**src/rtl/ccd_pkg.sv**
```systemverilog
// Package: shared types, constants and codes for the column update engine
`timescale 1ns / 1ps
package ccd_pkg;

  localparam int FracBits = 16;
  localparam int MaxColumnEntries = 65536;
  localparam int CountW = 17;
  localparam logic [31:0] LambdaReset = 32'd6554;
  localparam logic [62:0] U63Max = {63{1'b1}};

  typedef enum logic [1:0] {
    CMD_RANK_ONE  = 2'd0,
    CMD_RES_ADD   = 2'd1,
    CMD_RES_SUB   = 2'd2,
    CMD_EMPTY_COL = 2'd3
  } cmd_e;

  typedef struct packed {
    logic [1:0]         cmd;
    logic signed [31:0] residual;
    logic signed [31:0] factor_row;
    logic signed [31:0] factor_col;
    logic               last;
  } item_t;

  typedef struct packed {
    logic signed [31:0] result_value;
    logic [62:0]        column_loss;
    logic               result_kind;
    logic               end_of_column;
  } result_t;

endpackage

```
**src/rtl/ccd_fifo.sv**
```systemverilog
// Two-entry item queue between front and back
`timescale 1ns / 1ps
module ccd_fifo (
  input  logic           clk_i,
  input  logic           rst_ni,
  input  logic           wr_i,
  input  ccd_pkg::item_t wr_data_i,
  output logic           full_o,
  input  logic           rd_i,
  output ccd_pkg::item_t rd_data_o,
  output logic           empty_o
);
  import ccd_pkg::*;

  item_t      mem_q [2];
  logic       wp_q, rp_q;
  logic [1:0] cnt_q;

  assign full_o    = cnt_q == 2'd2;
  assign empty_o   = cnt_q == 2'd0;
  assign rd_data_o = mem_q[rp_q];

  always_ff @(posedge clk_i) begin
    if (wr_i && !full_o) mem_q[wp_q] <= wr_data_i;
  end

  always_ff @(posedge clk_i or negedge rst_ni) begin
    if (!rst_ni) begin
      wp_q <= 1'b0;
      rp_q <= 1'b0;
      cnt_q <= 2'd0;
    end else begin
      if (wr_i && !full_o) wp_q <= ~wp_q;
      if (rd_i && !empty_o) rp_q <= ~rp_q;
      cnt_q <= cnt_q + 2'(wr_i && !full_o) - 2'(rd_i && !empty_o);
    end
  end
endmodule

```
**config.mk**
```make
export PLATFORM = sky130hd
export DESIGN_NAME = ccd_fifo
export DESIGN_NICKNAME = d
export VERILOG_FILES = /design/src/rtl/ccd_pkg.sv /design/src/rtl/ccd_fifo.sv
export SDC_FILE = /design/constraint.sdc
export NUM_CORES = 1
export LEC_CHECK = 0
export ABC_AREA = 1
export BUFFER_PORTS_ARGS = -buffer_cell sky130_fd_sc_hd__buf_2
export CORE_UTILIZATION = 56
export DETAILED_ROUTE_END_ITERATION = 10
export GPL_TIMING_DRIVEN = 0
export PLACE_DENSITY = 0.85
export SLEW_MARGIN = 20
export SYNTH_ARGS = -nofsm -noshare
export SYNTH_HDL_FRONTEND = slang
export SYNTH_SLANG_ARGS = --single-unit
```
**constraint.sdc**
```tcl
create_clock -name clk_i -period 7.75 [get_ports clk_i]
set_input_delay 0.775 -clock clk_i [delete_from_list [all_inputs] [get_ports clk_i]]
set_output_delay 0.775 -clock clk_i [all_outputs]
set_load 0.01 [all_outputs]
```
==> reports/results.ini <==
[status]
outcome = completed

[clock_network]
cts_hold_buf = 0
cts_setup_buffers = 0
cts_root_buf = clkbuf_16
worstSkewPairLatency_ns = 0.48
numCtsBuffers = 20
cts_tree = yes
cts_resized = 0
cts_buffer_depth = 3
htreeDepth = 1
cts_sinks = 202
clkTransAtPathRegs_ns = 0.06

[drt]
totalWireLength_um = 15000
first_pass_iters = 4
wire_per_inst_um = 15.6
detail-route-antenna-nets = 0
drc = 0
via_per_inst = 4.99
first_iter_violations = 289
vias = 4824

[critical_path]
cpPeakStageDelay_ns = 0.39
endpoint_kind = output port
cp.required_ns = 6.97
worstPathArrival_ns = 1.67
crit_chain = inv_2, buf_2, nand2_1, nand2_1, buf_2
crit_type = flip-flop to output port
crit_path_start_kind = flip-flop
crit_fanout = 10
critPathSlowestCell = dfrtp_1

[final_layout]
final_area_um2 = 9420
layout.nets = 885
drive_gt1_share_pct = 32.3
syn2layout_area_growth_pct = 26.1

[timing]
tightest_slew_ns = 0.446
rsz0062_at_grt = false
finalSetupViolations = 0
timing.hold.ws_ns = 0.0957
fmaxAchievable_mhz = 409
fin_setup_tns_ns = 0
hold_viol = 0
drv_slew = 0
max_slew_margin_pct = 70.3
clock-skew-final_ns = 0.0116
min_period_over_period_pct = 31.6
period_needed_ns = 2.45

[global_routing]
globalRouteOverflowTotal = 0
grt_pass1_vias = 4961
grt_pass1_wl_um = 23700
grt_max_degree = 55
antenna_found_initial = 2
grt.total_usage_pct = 21.9

[synth]
ys_seq_elements = 202
synth_flop_cell = edfxtp_1
synth_edf_count = 198
async_flop_share_pct = 1.98
yosys.area.top_type = edfxtp_1
syn-num-nets = 655
yosysWarnings = 0
synth_most_common_cell = nand2_1
synth.area.top_cells = edfxtp_1 (80%), nand2_1 (16%), buf_6 (1.5%)
ys_seq_area_share_pct = 81.0
synthCells = 550
yosysTopAreaCellShare_pct = 79.7
synthesis.area_um2 = 7460
synth_area_per_cell_um2 = 13.6
synth.top_cells.by_count = nand2_1 (310), edfxtp_1 (198), buf_2 (10), buf_6 (10), inv_1 (10)
synth.distinct_cells = 11

[power]
max-vdd-ir-drop_mv = 0.251
powerDensity_nw_per_um2 = 385
leakage_uw = 0.00414

[placed_design]
gp_congestion = 0.807
place_area_um2 = 8830
hpwl_um = 10200
port-buffer-count = 203

[die]
initial_core_util_pct = 58.2
rows = 41
fp.coreArea_um2 = 12800
ioPinCount = 204
die_area_um2 = 13800
die_w_um = 117
die_h_um = 117

[run]
cap_violations = 0

[worst_hold_path]
hp-class = input port to asynchronous set/reset pin

-- state kept, by name, summed over array words and instances, names as in the netlist --
register / flops
mem_q: 198
cnt_q: 2
rp_q: 1
wp_q: 1
-- stage by stage --
step / worst slack (ns) / utilization [%] / instances / total power [uW]
final: 5.30 / 73.4 / 966 / 3620
after floorplan: 2.21 / - / 550 / 2280
after global routing: 5.13 / 73.4 / 964 / 3830
after detailed placement: 5.44 / 68.9 / 930 / 2800
after global placement: 0.172 / 67.8 / 925 / 2740
after CTS: 5.27 / 73.4 / 964 / 3650
-- cells by family (layout without fill, tap and decap cells) --
kind of cell               count (synthesis)  after routing  share of synthesized area (%)
buffers and inverters                     32            274                           2.83
DFF                                      202            202                           81.0
and+or+nand+nor                          314            314                           15.8
other                                      0              2                              0
adders and majority gates                  2              2                          0.335
-- metal layers --
layer	GRT usage (%)	up-vias	share of wire, %
met3	6.78	40	10
met1	25.3	2234	37
met2	38.7	233	50
li1	-	2317	-
met4	7.05	0	2.3
met5	0	-	0
-- report_power, final --
| group | internal (uW) | total (uW) | switching (uW) |
|---|---|---|---|
| registers | 1490 | 1550 | 58.5 |
| logic | 438 | 1220 | 786 |
| clock network | 489 | 854 | 364 |
| total | 2410 | 3620 | 1210 |
-- cell type report --
class,count,area [um2]
sequential,202,6050
fill,835,3410
multi-input combinational,316,1210
timing repair buffer,208,1140
clock buffer,24,537
tap,172,215
buffer,21,170
inverter,11,46.3
clock inverter,10,43.8
antenna,2,5.00
-- critical path, delay by kind of cell, from the launching register on --
kind / cells / cell delay [ns]
AND/OR/NAND/NOR: 2 / 0.17
flip-flops: 1 / 0.39
buffers and inverters: 3 / 0.64
-- layout by cell type (no fill, tap or decap), types with 3 or more instances in the layout --
| cell type | n |
|---|---|
| nand2_1 | 310 |
| buf_2 | 213 |
| edfxtp_1 | 198 |
| clkbuf_16 | 21 |
| buf_6 | 10 |
| inv_1 | 9 |
| clkinv_1 | 7 |
| dfrtp_1 | 4 |
| nand3_1 | 3 |
| clkbuf_1 | 3 |
| buf_16 | 3 |
-- path summary, 6_finish.rpt --
| kind | startpoint | endpoint | cells after the start | slack [ns] |
|---|---|---|---|---|
| min | rst_ni | cnt_q[1]$_DFF_PN0_ | 1 | 0.1 |
| min in group clk_i | wr_data_i[6] | mem_q[1][6]$_DFFE_PP_ | 1 | 0.48 |
| max | rp_q$_DFFE_PN0P_ | rd_data_o[77] | 5 | 5.30 |
| min reg2reg | wp_q$_DFFE_PN0P_ | wp_q$_DFFE_PN0P_ | 2 | 0.51 |
| max in group asynchronous | rst_ni | cnt_q[0]$_DFF_PN0_ | 1 | 7.53 |
| max reg2reg | cnt_q[0]$_DFF_PN0_ | mem_q[1][23]$_DFFE_PP_ | 7 | 5.75 |
Power figures use the tool's default switching activity.
